## src/design/itp_pkg.sv

```systemverilog
// Shared types, codes and helper functions of the infix-to-postfix converter.
// No dependencies; compiled before every other design file.
package itp_pkg;

  // Default number of cells in the operator stack.
  localparam int unsigned StackDepthDef = 64;

  localparam logic [7:0] CharAdd   = 8'h2B; // '+'
  localparam logic [7:0] CharSub   = 8'h2D; // '-'
  localparam logic [7:0] CharMul   = 8'h2A; // '*'
  localparam logic [7:0] CharDiv   = 8'h2F; // '/'
  localparam logic [7:0] CharPow   = 8'h5E; // '^'
  localparam logic [7:0] CharOpen  = 8'h28; // '('
  localparam logic [7:0] CharClose = 8'h29; // ')'

  // Stacked operator codes.
  typedef enum logic [2:0] {
    OP_OPEN = 3'd0,
    OP_ADD  = 3'd1,
    OP_SUB  = 3'd2,
    OP_MUL  = 3'd3,
    OP_DIV  = 3'd4,
    OP_POW  = 3'd5
  } op_code_e;

  typedef enum logic [2:0] {
    ST_OK              = 3'd0,
    ST_INVALID         = 3'd1,
    ST_OVERFLOW        = 3'd2,
    ST_UNMATCHED_CLOSE = 3'd3,
    ST_UNMATCHED_OPEN  = 3'd4
  } status_e;

  typedef enum logic [2:0] {
    CC_OPERAND,
    CC_OPEN,
    CC_CLOSE,
    CC_OPERATOR,
    CC_INVALID
  } char_class_e;

  // Stack command, shared by every cell of the row.
  typedef struct packed {
    logic init;  // back to a lone sentinel
    logic push;  // shift down, new code enters at the top
    logic pop;   // shift up
  } stk_cmd_t;

  function automatic op_code_e op_of_char(input logic [7:0] ch);
    op_code_e op;
    case (ch)
      CharAdd: op = OP_ADD;
      CharSub: op = OP_SUB;
      CharMul: op = OP_MUL;
      CharDiv: op = OP_DIV;
      CharPow: op = OP_POW;
      default: op = OP_OPEN;
    endcase
    return op;
  endfunction

  function automatic logic [7:0] char_of_op(input op_code_e op);
    logic [7:0] ch;
    case (op)
      OP_ADD:  ch = CharAdd;
      OP_SUB:  ch = CharSub;
      OP_MUL:  ch = CharMul;
      OP_DIV:  ch = CharDiv;
      OP_POW:  ch = CharPow;
      default: ch = CharOpen;
    endcase
    return ch;
  endfunction

  function automatic logic [1:0] prec_of_op(input op_code_e op);
    logic [1:0] p;
    case (op)
      OP_ADD, OP_SUB: p = 2'd1;
      OP_MUL, OP_DIV: p = 2'd2;
      OP_POW:         p = 2'd3;
      default:        p = 2'd0;
    endcase
    return p;
  endfunction

  function automatic char_class_e class_of_char(input logic [7:0] ch);
    char_class_e cc;
    if ((ch >= 8'h30 && ch <= 8'h39) || (ch >= 8'h41 && ch <= 8'h5A) ||
        (ch >= 8'h61 && ch <= 8'h7A)) begin
      cc = CC_OPERAND;
    end else if (ch == CharOpen) begin
      cc = CC_OPEN;
    end else if (ch == CharClose) begin
      cc = CC_CLOSE;
    end else if (op_of_char(ch) != OP_OPEN) begin
      cc = CC_OPERATOR;
    end else begin
      cc = CC_INVALID;
    end
    return cc;
  endfunction

endpackage

```

## src/design/itp_if.sv

```systemverilog
// Valid/ready channel interfaces of the infix-to-postfix converter.
// Depends on nothing; follows itp_pkg in compile order.
interface itp_in_if;
  logic       valid;
  logic       ready;
  logic       kind;
  logic [7:0] char_in;

  modport source (output valid, output kind, output char_in, input ready);
  modport sink   (input valid, input kind, input char_in, output ready);
endinterface

interface itp_out_if;
  logic       valid;
  logic       ready;
  logic [7:0] sym_out;
  logic       sym_valid;
  logic [2:0] status;
  logic       done_res;

  modport source (output valid, output sym_out, output sym_valid, output status,
                  output done_res, input ready);
  modport sink   (input valid, input sym_out, input sym_valid, input status,
                  input done_res, output ready);
endinterface

```

## src/design/itp_stack_cell.sv

```systemverilog
// One cell of the shifting operator stack: holds one operator code.
// Depends on itp_pkg.
module itp_stack_cell (
  input  logic               clk_i,
  input  logic               rst_ni,
  input  itp_pkg::stk_cmd_t  cmd_i,
  input  itp_pkg::op_code_e  above_i,  // neighbour nearer the top
  input  itp_pkg::op_code_e  below_i,  // neighbour nearer the bottom
  output itp_pkg::op_code_e  code_o
);
  import itp_pkg::*;

  op_code_e code_q, code_d;

  always_comb begin
    code_d = code_q;
    if (cmd_i.init) begin
      code_d = OP_OPEN;
    end else if (cmd_i.push) begin
      code_d = above_i;
    end else if (cmd_i.pop) begin
      code_d = below_i;
    end
  end

  always_ff @(posedge clk_i or negedge rst_ni) begin
    if (!rst_ni) begin
      code_q <= OP_OPEN;
    end else begin
      code_q <= code_d;
    end
  end

  assign code_o = code_q;

endmodule

```

## src/design/itp_stack.sv

```systemverilog
// Operator stack as a row of shifting cells; cell 0 is the top of stack.
// Depends on itp_pkg and itp_stack_cell.
module itp_stack #(
  parameter int unsigned Depth = itp_pkg::StackDepthDef
) (
  input  logic               clk_i,
  input  logic               rst_ni,
  input  itp_pkg::stk_cmd_t  cmd_i,
  input  itp_pkg::op_code_e  push_code_i,
  output itp_pkg::op_code_e  top_o
);
  import itp_pkg::*;

  op_code_e codes [Depth];

  for (genvar i = 0; i < Depth; i++) begin : g_cell
    op_code_e above, below;
    if (i == 0) begin : g_top
      assign above = push_code_i;
    end else begin : g_mid_a
      assign above = codes[i-1];
    end
    if (i == Depth - 1) begin : g_bot
      assign below = OP_OPEN;
    end else begin : g_mid_b
      assign below = codes[i+1];
    end

    itp_stack_cell u_cell (
      .clk_i   (clk_i),
      .rst_ni  (rst_ni),
      .cmd_i   (cmd_i),
      .above_i (above),
      .below_i (below),
      .code_o  (codes[i])
    );
  end

  assign top_o = codes[0];

endmodule

```

## src/design/infix_to_postfix_converter.sv

```systemverilog
// Infix-to-postfix converter, top level: sequencer and output register.
// Depends on itp_pkg, itp_if (itp_in_if, itp_out_if) and itp_stack.
//
// Usage
//   in_i  : one word per infix character (kind = 0) or an end-of-expression
//           word (kind = 1). Accepted on valid && ready.
//   out_o : one word per postfix symbol (sym_valid = 1), and after each end
//           word one status word (done_res = 1, status = error code).
//   Operands pass straight through; operators go through a stack of
//   STACK_DEPTH shifting cells that starts each expression with a '('
//   sentinel. The first error is sticky: later characters are dropped and
//   the code is reported in the status word.
// Timing
//   A word is taken in S_IDLE, then worked off in S_WORK one stack step per
//   cycle while the output register is free; an operator, ')' or end word
//   pops one operator per step, and an end word ends in S_STATUS with its
//   status word. A new word is taken only once the last is finished. A
//   symbol sits in the output register the cycle after it is produced.
// Reset and stalls
//   rst_ni clears the stack to the lone sentinel, the error code to ok and
//   the output register to empty. No clearing pass is needed. If out_o
//   stalls with a word held, the sequencer waits on the next symbol and
//   in_i.ready stays low until the current word is finished.
module infix_to_postfix_converter #(
  parameter int unsigned STACK_DEPTH = itp_pkg::StackDepthDef
) (
  input  logic    clk_i,
  input  logic    rst_ni,
  itp_in_if.sink  in_i,
  itp_out_if.source out_o
);
  import itp_pkg::*;

  localparam int unsigned CntW = $clog2(STACK_DEPTH + 1);
  localparam logic [CntW-1:0] CntFull = CntW'(STACK_DEPTH);
  localparam logic [CntW-1:0] CntOne  = CntW'(1);

  typedef enum logic [1:0] {
    S_IDLE,
    S_WORK,
    S_STATUS
  } state_e;

  state_e          state_q, state_d;
  logic [CntW-1:0] cnt_q, cnt_d;   // entries on the stack
  status_e         err_q, err_d;   // sticky error code
  logic            kind_q, kind_d;
  logic [7:0]      char_q, char_d;

  // output register
  logic       ovld_q, ovld_d;
  logic [7:0] osym_q, osym_d;
  logic       osv_q, osv_d;
  logic [2:0] ost_q, ost_d;
  logic       odone_q, odone_d;

  stk_cmd_t    stk_cmd;
  op_code_e    top;
  op_code_e    item_op;
  char_class_e cls;
  logic        out_free;
  logic        in_acc;

  itp_stack #(.Depth(STACK_DEPTH)) u_stack (
    .clk_i       (clk_i),
    .rst_ni      (rst_ni),
    .cmd_i       (stk_cmd),
    .push_code_i (item_op),
    .top_o       (top)
  );

  assign item_op  = op_of_char(char_q);
  assign cls      = class_of_char(char_q);
  assign out_free = !ovld_q || out_o.ready;
  assign in_acc   = in_i.valid && (state_q == S_IDLE);

  always_comb begin
    state_d = state_q;
    cnt_d   = cnt_q;
    err_d   = err_q;
    kind_d  = kind_q;
    char_d  = char_q;
    stk_cmd = '0;
    ovld_d  = ovld_q && !out_o.ready;
    osym_d  = osym_q;
    osv_d   = osv_q;
    ost_d   = ost_q;
    odone_d = odone_q;

    unique case (state_q)
      S_IDLE: begin
        if (in_acc) begin
          kind_d  = in_i.kind;
          char_d  = in_i.char_in;
          state_d = S_WORK;
        end
      end

      S_WORK: begin
        if (kind_q && err_q != ST_OK) begin
          state_d = S_STATUS;
        end else if (!kind_q && err_q != ST_OK) begin
          state_d = S_IDLE;  // sticky error: word dropped
        end else if (kind_q || cls == CC_CLOSE) begin
          // pop down to the matching '('; the end word closes the sentinel
          if (cnt_q == '0) begin
            err_d   = ST_UNMATCHED_CLOSE;
            state_d = kind_q ? S_STATUS : S_IDLE;
          end else if (top == OP_OPEN) begin
            stk_cmd.pop = 1'b1;
            cnt_d       = cnt_q - CntOne;
            if (kind_q) begin
              if (cnt_q != CntOne) err_d = ST_UNMATCHED_OPEN;
              state_d = S_STATUS;
            end else begin
              state_d = S_IDLE;
            end
          end else if (out_free) begin
            stk_cmd.pop = 1'b1;
            cnt_d       = cnt_q - CntOne;
            ovld_d      = 1'b1;
            osym_d      = char_of_op(top);
            osv_d       = 1'b1;
            ost_d       = ST_OK;
            odone_d     = 1'b0;
          end
        end else begin
          case (cls)
            CC_OPEN: begin
              if (cnt_q == CntFull) begin
                err_d = ST_OVERFLOW;
              end else begin
                stk_cmd.push = 1'b1;
                cnt_d        = cnt_q + CntOne;
              end
              state_d = S_IDLE;
            end
            CC_OPERATOR: begin
              if (cnt_q == '0) begin
                err_d   = ST_UNMATCHED_CLOSE;
                state_d = S_IDLE;
              end else if (top == OP_OPEN || prec_of_op(top) < prec_of_op(item_op)) begin
                if (cnt_q == CntFull) begin
                  err_d = ST_OVERFLOW;
                end else begin
                  stk_cmd.push = 1'b1;
                  cnt_d        = cnt_q + CntOne;
                end
                state_d = S_IDLE;
              end else if (out_free) begin
                stk_cmd.pop = 1'b1;
                cnt_d       = cnt_q - CntOne;
                ovld_d      = 1'b1;
                osym_d      = char_of_op(top);
                osv_d       = 1'b1;
                ost_d       = ST_OK;
                odone_d     = 1'b0;
              end
            end
            CC_OPERAND: begin
              if (out_free) begin
                ovld_d  = 1'b1;
                osym_d  = char_q;
                osv_d   = 1'b1;
                ost_d   = ST_OK;
                odone_d = 1'b0;
                state_d = S_IDLE;
              end
            end
            default: begin
              err_d   = ST_INVALID;
              state_d = S_IDLE;
            end
          endcase
        end
      end

      S_STATUS: begin
        if (out_free) begin
          ovld_d       = 1'b1;
          osym_d       = '0;
          osv_d        = 1'b0;
          ost_d        = err_q;
          odone_d      = 1'b1;
          stk_cmd.init = 1'b1;  // fresh sentinel for the next expression
          cnt_d        = CntOne;
          err_d        = ST_OK;
          state_d      = S_IDLE;
        end
      end

      default: state_d = S_IDLE;
    endcase
  end

  always_ff @(posedge clk_i or negedge rst_ni) begin
    if (!rst_ni) begin
      state_q <= S_IDLE;
      cnt_q   <= CntOne;
      err_q   <= ST_OK;
      ovld_q  <= 1'b0;
      kind_q  <= 1'b0;
      char_q  <= '0;
      osym_q  <= '0;
      osv_q   <= 1'b0;
      ost_q   <= '0;
      odone_q <= 1'b0;
    end else begin
      state_q <= state_d;
      cnt_q   <= cnt_d;
      err_q   <= err_d;
      ovld_q  <= ovld_d;
      kind_q  <= kind_d;
      char_q  <= char_d;
      osym_q  <= osym_d;
      osv_q   <= osv_d;
      ost_q   <= ost_d;
      odone_q <= odone_d;
    end
  end

  assign in_i.ready      = (state_q == S_IDLE);
  assign out_o.valid     = ovld_q;
  assign out_o.sym_out   = osym_q;
  assign out_o.sym_valid = osv_q;
  assign out_o.status    = ost_q;
  assign out_o.done_res  = odone_q;

endmodule

```

## src/flat_wrapper.sv

```systemverilog
// flat-port wrapper written by rule: the top's interface ports become plain ports
module infix_to_postfix_converter_flat import itp_pkg::*;
#(
  parameter int unsigned STACK_DEPTH = itp_pkg::StackDepthDef
)
  (clk_i, rst_ni, in_i_valid, in_i_kind, in_i_char_in, in_i_ready, out_o_valid, out_o_sym_out, out_o_sym_valid, out_o_status, out_o_done_res, out_o_ready);
  itp_in_if in_i_i ();
  itp_out_if out_o_i ();
  input  logic clk_i;
  input  logic rst_ni;
  input wire logic [$bits(in_i_i.valid)-1:0] in_i_valid;
  input wire logic [$bits(in_i_i.kind)-1:0] in_i_kind;
  input wire logic [$bits(in_i_i.char_in)-1:0] in_i_char_in;
  output wire logic [$bits(in_i_i.ready)-1:0] in_i_ready;
  output wire logic [$bits(out_o_i.valid)-1:0] out_o_valid;
  output wire logic [$bits(out_o_i.sym_out)-1:0] out_o_sym_out;
  output wire logic [$bits(out_o_i.sym_valid)-1:0] out_o_sym_valid;
  output wire logic [$bits(out_o_i.status)-1:0] out_o_status;
  output wire logic [$bits(out_o_i.done_res)-1:0] out_o_done_res;
  input wire logic [$bits(out_o_i.ready)-1:0] out_o_ready;
  assign in_i_i.valid = in_i_valid;
  assign in_i_i.kind = in_i_kind;
  assign in_i_i.char_in = in_i_char_in;
  assign in_i_ready = in_i_i.ready;
  assign out_o_valid = out_o_i.valid;
  assign out_o_sym_out = out_o_i.sym_out;
  assign out_o_sym_valid = out_o_i.sym_valid;
  assign out_o_status = out_o_i.status;
  assign out_o_done_res = out_o_i.done_res;
  assign out_o_i.ready = out_o_ready;
  infix_to_postfix_converter #(.STACK_DEPTH(STACK_DEPTH)) u_core (.clk_i(clk_i), .rst_ni(rst_ni), .in_i(in_i_i), .out_o(out_o_i));
endmodule
```

## config.mk

```make
export PLATFORM = sky130hd
export DESIGN_NAME = infix_to_postfix_converter_flat
export DESIGN_NICKNAME = d
export VERILOG_FILES = /design/src/design/itp_pkg.sv /design/src/design/itp_if.sv /design/src/design/itp_stack_cell.sv /design/src/design/itp_stack.sv /design/src/design/infix_to_postfix_converter.sv /design/src/flat_wrapper.sv
export SDC_FILE = /design/constraint.sdc
export NUM_CORES = 1
export LEC_CHECK = 0
export BUFFER_PORTS_ARGS = -buffer_cell sky130_fd_sc_hd__buf_4
export CAP_MARGIN = 20
export CORE_ASPECT_RATIO = 0.8
export CORE_MARGIN = 5
export CORE_UTILIZATION = 40
export CTS_CLUSTER_DIAMETER = 40
export DETAILED_ROUTE_END_ITERATION = 12
export GPL_ROUTABILITY_DRIVEN = 0
export GPL_TIMING_DRIVEN = 1
export PLACE_DENSITY = 0.66
export SLEW_MARGIN = 10
export SYNTH_ARGS = -nofsm -noshare
export SYNTH_HDL_FRONTEND = slang
export SYNTH_SLANG_ARGS = --single-unit
```

## constraint.sdc

```tcl
create_clock -name clk_i -period 8.1 [get_ports clk_i]
set_input_delay 1.62 -clock clk_i [delete_from_list [all_inputs] [get_ports clk_i]]
set_output_delay 1.62 -clock clk_i [all_outputs]
set_load 0.02 [all_outputs]
```

==> flow_metrics.tcl, run 1 <==
set metrics [dict create \
    status "finished clean" \
    tns_ns 0 \
    yosysWarnings 0 \
    worstHoldEndpoint "u_core.out_o.status[2]$_DFFE_PN0P_" \
    place_hpwl_um 13200 \
    antenna_left 0 \
    synth_seq_area_share_pct 49.9 \
    n_antenna_cell 0 \
    setup_viol 0 \
    crit_path_start "u_core.char_q[0]$_DFFE_PN0P_" \
    min-delay-start "u_core.out_o.status[2]$_DFFE_PN0P_" \
    end_kind "flop" \
    start_kind "flop" \
    synth_cell_types 70 \
    synth_cells 1158 \
    p_leak_nw 5.11 \
    reg2reg_depth 12 \
    layout-drive-gt1-share_pct 11.3 \
    hold_buffers 0 \
    viasPerCell 5.81 \
    clk_transition_reported_paths_ns 0.05 \
    final_common_cell "dfrtp_1" \
    whs_path_depth 1 \
    utilization_pct 45.4 \
    layout_common_cells "226 x dfrtp_1, 219 x nand2_1, 187 x a2bb2oi_1, 165 x o21ai_0, 37 x o21ai_1" \
    synth_top_flop_cell "dfrtp_1" \
    period_needed_ns 4.91 \
    totalWireLength_um 24500 \
    first_global_vias 8235 \
    synth_area_um2 11400 \
    initial_core_util_pct 40.4 \
    arrival_ns 5.34 \
    path_cells "and4bb_2 > o21a_1 > o211ai_1 > ha_1 > a211o_1 > o22ai_1 > nand2_2 > a31oi_1 > or4_4 > buf_4 > o21ai_0 > a2bb2oi_1" \
    cp_max_fo 119 \
    syn2layout_area_growth_pct 12.3 \
    finalCritPeriodShare_pct 60.7 \
    fin_skew_ns 0.0168 \
    globalRouteOverflowTotal 0 \
    io_buffer_count 27 \
    place_inst 1459 \
    final_nets 1149 \
    r2r_slack_ns 3.19 \
    finalHoldViolCount 0 \
    die_h_um 161 \
    irDropWorstVdd_mv 0.223 \
    drtIter0Drc 1044 \
    tritoncts "yes" \
    max_freq_mhz 204 \
    path_class "flop to flop" \
    numCtsBuffers 35 \
    post_cts_resized 0 \
    tightestPinTransition_ns 1.04 \
    grtUsageTotal_pct 15.0 \
    route.detailed.drc 0 \
    vias 8840 \
    cts_setup_buffers 0 \
    required_ns 8.53 \
    row_count 55 \
    synth_edf_count 0 \
    core_area_um2 28100 \
    cts_root_buffer "clkbuf_16" \
    drv_cap 0 \
    rsz0062_at_grt "false" \
    clock-sinks 227 \
    die_area_um2 31900 \
    cts_max_path_buffers 3 \
    wl_per_cell_um 16.1 \
    power_density_nw_per_um2 449 \
    synth_seq_cells 227 \
    rr_startpoint "u_core.char_q[0]$_DFFE_PN0P_" \
    syn_nets 1181 \
    dr.pass1.iters 6 \
    fillers 2617 \
    ios 28 \
    grt_pass1_wl_um 41800 \
    die_x_um 199 \
    fin_total_pwr_mw 5.74 \
    slew-limit-headroom_pct 30.6 \
    clk_latency_ns 0.51 \
    synthArstFlopShare_pct 100 \
    antenna_found_initial 0 \
    max_stage_delay_ns 0.89 \
    hp-class "flop to flop" \
    grt_max_degree 193 \
    syn_area_per_cell_um2 9.82 \
    stdcell_count 1522 \
    slew_violations 0 \
    reg2reg_to "u_core.u_stack.g_cell[40].u_cell.code_o[2]$_DFFE_PN0P_" \
    htreeDepth 2 \
    cpMaxStageDelayCell "buf_4" \
]
logic make-up after synthesis:
group | after synthesis | share of synthesized area, %
compound gates | 470 | 28.6
simple gates | 313 | 12.1
flops | 227 | 49.9
buf+inv | 115 | 5.97
mux | 22 | 2.13
fa+ha+maj | 10 | 1.10
xor+xnor | 1 | 0.0770
registers in the layout (all words and copies together) (netlist names):
register                             cells
u_core.char_q                            8
u_core.cnt_q                             7
u_core.err_q                             3
u_core.kind_q                            1
u_core.out_o.done_res                    1
u_core.out_o.status                      3
u_core.out_o.sym_out                     8
u_core.out_o.sym_valid                   1
u_core.out_o.valid                       1
u_core.state_q                           2
u_core.u_stack.g_cell.u_cell.code_o    192
worst max-delay path by stage:
| stage | to | cells after the start | slack [ns] |
|---|---|---|---|
| 2_1_floorplan | u_core.cnt_q[5]$_DFFE_PN0P_ | 6 | 4.99 |
| 3_3_place_gp | u_core.u_stack.g_cell[0].u_cell.code_o[0]$_DFFE_PN0P_ | 12 | 3.29 |
| 3_5_place_dp | u_core.u_stack.g_cell[31].u_cell.code_o[2]$_DFFE_PN0P_ | 12 | 3.27 |
| 4_1_cts | u_core.u_stack.g_cell[31].u_cell.code_o[2]$_DFFE_PN0P_ | 12 | 3.24 |
| 5_1_grt | u_core.u_stack.g_cell[19].u_cell.code_o[2]$_DFFE_PN0P_ | 12 | 2.80 |
| 6_report | u_core.u_stack.g_cell[40].u_cell.code_o[2]$_DFFE_PN0P_ | 12 | 3.19 |
metrics by stage:
step	setup WS [ns]	hold WS [ns]	area (um^2)
finish	3.19	0.500	12800
global route	2.80	0.519	12800
CTS	3.24	0.498	12800
detailed placement	3.27	0.478	11500
global placement	3.29	0.474	11500
floorplan	4.99	0.461	11400
worst max-delay path, delay by kind of cell (launching register included):
family	cells	cell delay (ns)
compound gates	7	1.86
fa+ha+maj	1	0.22
buf+inv	1	0.89
flops	1	0.50
simple gates	3	1.27
routing by layer:
metal | vias up | track usage (%) | wire length (um)
met4 | 0 | 4.20 | 412
met1 | 4414 | 23.1 | 12200
li1 | 4196 | - | -
met5 | - | 0 | 0
met3 | 39 | 2.77 | 1110
met2 | 191 | 21.6 | 10800
synth_stat cells, drive strengths merged (2+ instances only):
cell       n  area (um^2)
clkbuf    41          154
nand4b     2         17.5
nand3     10         50.1
buf       63          484
nor2b      5         31.3
nor4b      2         23.8
nor2      25         93.8
ha        10          125
nand2    221          835
mux2i      4         40.0
a2111oi    3         32.5
a31oi      5         37.5
o31ai      3         22.5
a211oi     5         37.5
o211ai     8         60.1
and4bb     2         28.8
a311o      2         20.0
nor3      12         60.1
o22ai      4         25.0
a22o       3         26.3
nor4       7         50.1
or3        4         25.0
o211a      2         20.0
nor3b      3         22.5
mux2      18          203
and3       5         31.3
a21oi     24          131
nand2b     3         18.8
o21ai    202         1010
a31o       2         17.5
and2       4         27.5
a21o       3         22.5
dfrtp    226         5660
inv       11         41.3
nand4      3         18.8
a22oi      4         35.0
a2bb2oi  187         1640
final cells by class:
class	count	area (um^2)	area share, %
sequential	227	5680	44.5
multi-input combinational	816	5050	39.5
tap	370	463	3.62
clock inverter	20	282	2.20
timing repair buffer	35	303	2.37
clock buffer	43	956	7.48
inverter	11	41.3	0.323
power by group:
group | switching, mW | internal, mW
clock | 0.563 | 1.01
combinational | 0.934 | 0.991
sequential | 0.509 | 1.72
total | 2.01 | 3.73
Note: power is estimated with default switching activity, not from simulation.
==> run 2, diff against run 1 <==
--- a/config.mk
+++ b/config.mk
@@ -14,7 +14,7 @@
 export DETAILED_ROUTE_END_ITERATION = 12
 export GPL_ROUTABILITY_DRIVEN = 0
 export GPL_TIMING_DRIVEN = 1
-export PLACE_DENSITY = 0.66
+export PLACE_DENSITY = 0.68
 export SLEW_MARGIN = 10
 export SYNTH_ARGS = -nofsm -noshare
 export SYNTH_HDL_FRONTEND = slang
==> constraint.sdc (replaced) <==
create_clock -name clk_i -period 4.5 [get_ports clk_i]
set_input_delay 0.9 -clock clk_i [delete_from_list [all_inputs] [get_ports clk_i]]
set_output_delay 0.9 -clock clk_i [all_outputs]
set_load 0.02 [all_outputs]
==> flow_metrics.tcl, run 2 (synthesis gave the netlist of run 1 again) <==
set metrics [dict create \
    slew-limit-headroom_pct 52.7 \
    viasPerCell 5.80 \
    grtUsageTotal_pct 14.8 \
    rr_startpoint "u_core.char_q[0]$_DFFE_PN0P_" \
    io_buffer_count 27 \
    max_freq_mhz 275 \
    dr.pass1.iters 5 \
    die_area_um2 31900 \
    status "finished clean" \
    seqPwrFrac_pct 40.0 \
    period_needed_ns 3.64 \
    layout-drive-gt1-share_pct 11.1 \
    post_cts_resized 0 \
    power_density_nw_per_um2 788 \
    antenna_left 0 \
    final_common_cell "dfrtp_1" \
    crit_path_start "u_core.char_q[0]$_DFFE_PN0P_" \
    core_area_um2 28100 \
    grt_pass1_wl_um 41500 \
    n_antenna_cell 0 \
    largest_reg_flops 192 \
    cts_setup_buffers 0 \
    tritoncts "yes" \
    clk_transition_reported_paths_ns 0.06 \
    totalWireLength_um 23900 \
    layout_setup_ws_ns 0.864 \
    place_ws_ns 0.896 \
    netSwitchingPower_mw 3.53 \
    cp_max_fo 129 \
    die_x_um 199 \
    fin_skew_ns 0.0116 \
    drv_cap 0 \
    p_comb_share_pct 34.9 \
    hold_buffers 0 \
    clock-sinks 227 \
    grt_max_degree 130 \
    tns_ns 0 \
    p_sw_share_pct 35.2 \
    wl_per_cell_um 15.7 \
    route.detailed.drc 0 \
    drtIter0Drc 944 \
    tightestPinTransition_ns 0.710 \
    die_h_um 161 \
    holdWs_ns 0.356 \
    fillers 2668 \
    fin_total_pwr_mw 10.0 \
    irDropWorstVdd_mv 0.424 \
    final_nets 1149 \
    finalHoldViolCount 0 \
    r2r_slack_ns 0.86 \
    ios 28 \
    antenna_found_initial 0 \
    slew_violations 0 \
    setup_viol 0 \
    clk_latency_ns 0.56 \
    finalCritPeriodShare_pct 80.8 \
    place_hpwl_um 13400 \
    htreeDepth 1 \
    power.share.clock_pct 25.1 \
    path_class "flop to flop" \
    arrival_ns 4.11 \
    cts_max_path_buffers 3 \
    cts_root_buffer "clkbuf_16" \
    numCtsBuffers 29 \
    initial_core_util_pct 40.4 \
    reg2reg_depth 12 \
    row_count 55 \
    first_global_vias 8390 \
    required_ns 4.97 \
    layout_common_cells "226 x dfrtp_1, 219 x nand2_1, 187 x a2bb2oi_1, 165 x o21ai_0, 37 x o21ai_1" \
    p_int_mw 6.48 \
    syn2layout_area_growth_pct 11.7 \
    vias 8809 \
    rsz0062_at_grt "false" \
    end_kind "flop" \
    hp-class "input pin to asynchronous set/reset pin" \
    p_leak_nw 5.08 \
    reg2reg_to "u_core.u_stack.g_cell[33].u_cell.code_o[2]$_DFFE_PN0P_" \
    start_kind "flop" \
    globalRouteOverflowTotal 0 \
]
==> run 2: cell types whose count changed in the layout (fill, tap and decap cells not counted), moves of 2 or more <==
cell	previous run	this run
buf_12	1	7
clkbuf_16	35	29
clkbuf_8	5	1
clkinv_2	1	5
clkbuf_1	3	1
inv_6	5	3
inv_8	3	1
==> run 2: worst max path at each step <==
stage                                                                   endpoint  cells after the start
after floorplan           u_core.u_stack.g_cell[63].u_cell.code_o[0]$_DFFE_PN0P_                     14
after global placement    u_core.u_stack.g_cell[47].u_cell.code_o[0]$_DFFE_PN0P_                     12
after detailed placement  u_core.u_stack.g_cell[62].u_cell.code_o[1]$_DFFE_PN0P_                     12
after CTS                 u_core.u_stack.g_cell[62].u_cell.code_o[1]$_DFFE_PN0P_                     12
after global routing      u_core.u_stack.g_cell[48].u_cell.code_o[2]$_DFFE_PN0P_                     12
final                     u_core.u_stack.g_cell[33].u_cell.code_o[2]$_DFFE_PN0P_                     12
==> run 2: layout make-up <==
class                      count  area [um^2]  area share (%)
multi-input combinational    816         5050            39.8
clock buffer                  31          743            5.85
sequential                   227         5680            44.7
tap                          370          463            3.64
clock inverter                22          320            2.52
inverter                      11         41.3           0.325
timing repair buffer          41          403            3.17
==> run 2: per-layer routing <==
metal | part of all wire [%] | vias up | wire (um) | global-route usage, %
met3 | 4.5 | 37 | 1070 | 2.98
li1 | - | 4188 | - | -
met4 | 1.6 | 0 | 390 | 3.33
met2 | 43 | 166 | 10300 | 21.9
met1 | 51 | 4418 | 12100 | 22.5
met5 | 0 | - | 0 | 0
==> run 2: power groups by stage <==
stage,combinational (mW),clock [mW],sequential [mW]
floorplan,3.04,0,3.74
global placement,3.42,0,3.98
detailed placement,3.51,0,4.00
CTS,3.52,2.58,3.99
global route,3.90,2.67,4.15
finish,3.50,2.51,4.00
==> run 2: critical path, stage by stage, from the launching register on <==
cell and delay, ns:
dfrtp_1 0.49, and4bb_2 0.40, o21a_1 0.16, o211ai_1 0.11
ha_1 0.23, a211o_1 0.23, o22ai_1 0.15, nand2_2 0.11
and3_1 0.23, a2111oi_4 0.51, buf_12 0.47, nand2_1 0.15
a2bb2oi_1 0.19
==> run 2: per-stage QoR <==
| stage | utilization (%) | cells | area, um^2 |
|---|---|---|---|
| after floorplan | - | 1158 | 11400 |
| after global placement | 41.4 | 1465 | 11600 |
| after detailed placement | 41.4 | 1465 | 11600 |
| after CTS | 45.1 | 1518 | 12700 |
| after global routing | 45.1 | 1518 | 12700 |
| final | 45.1 | 1518 | 12700 |
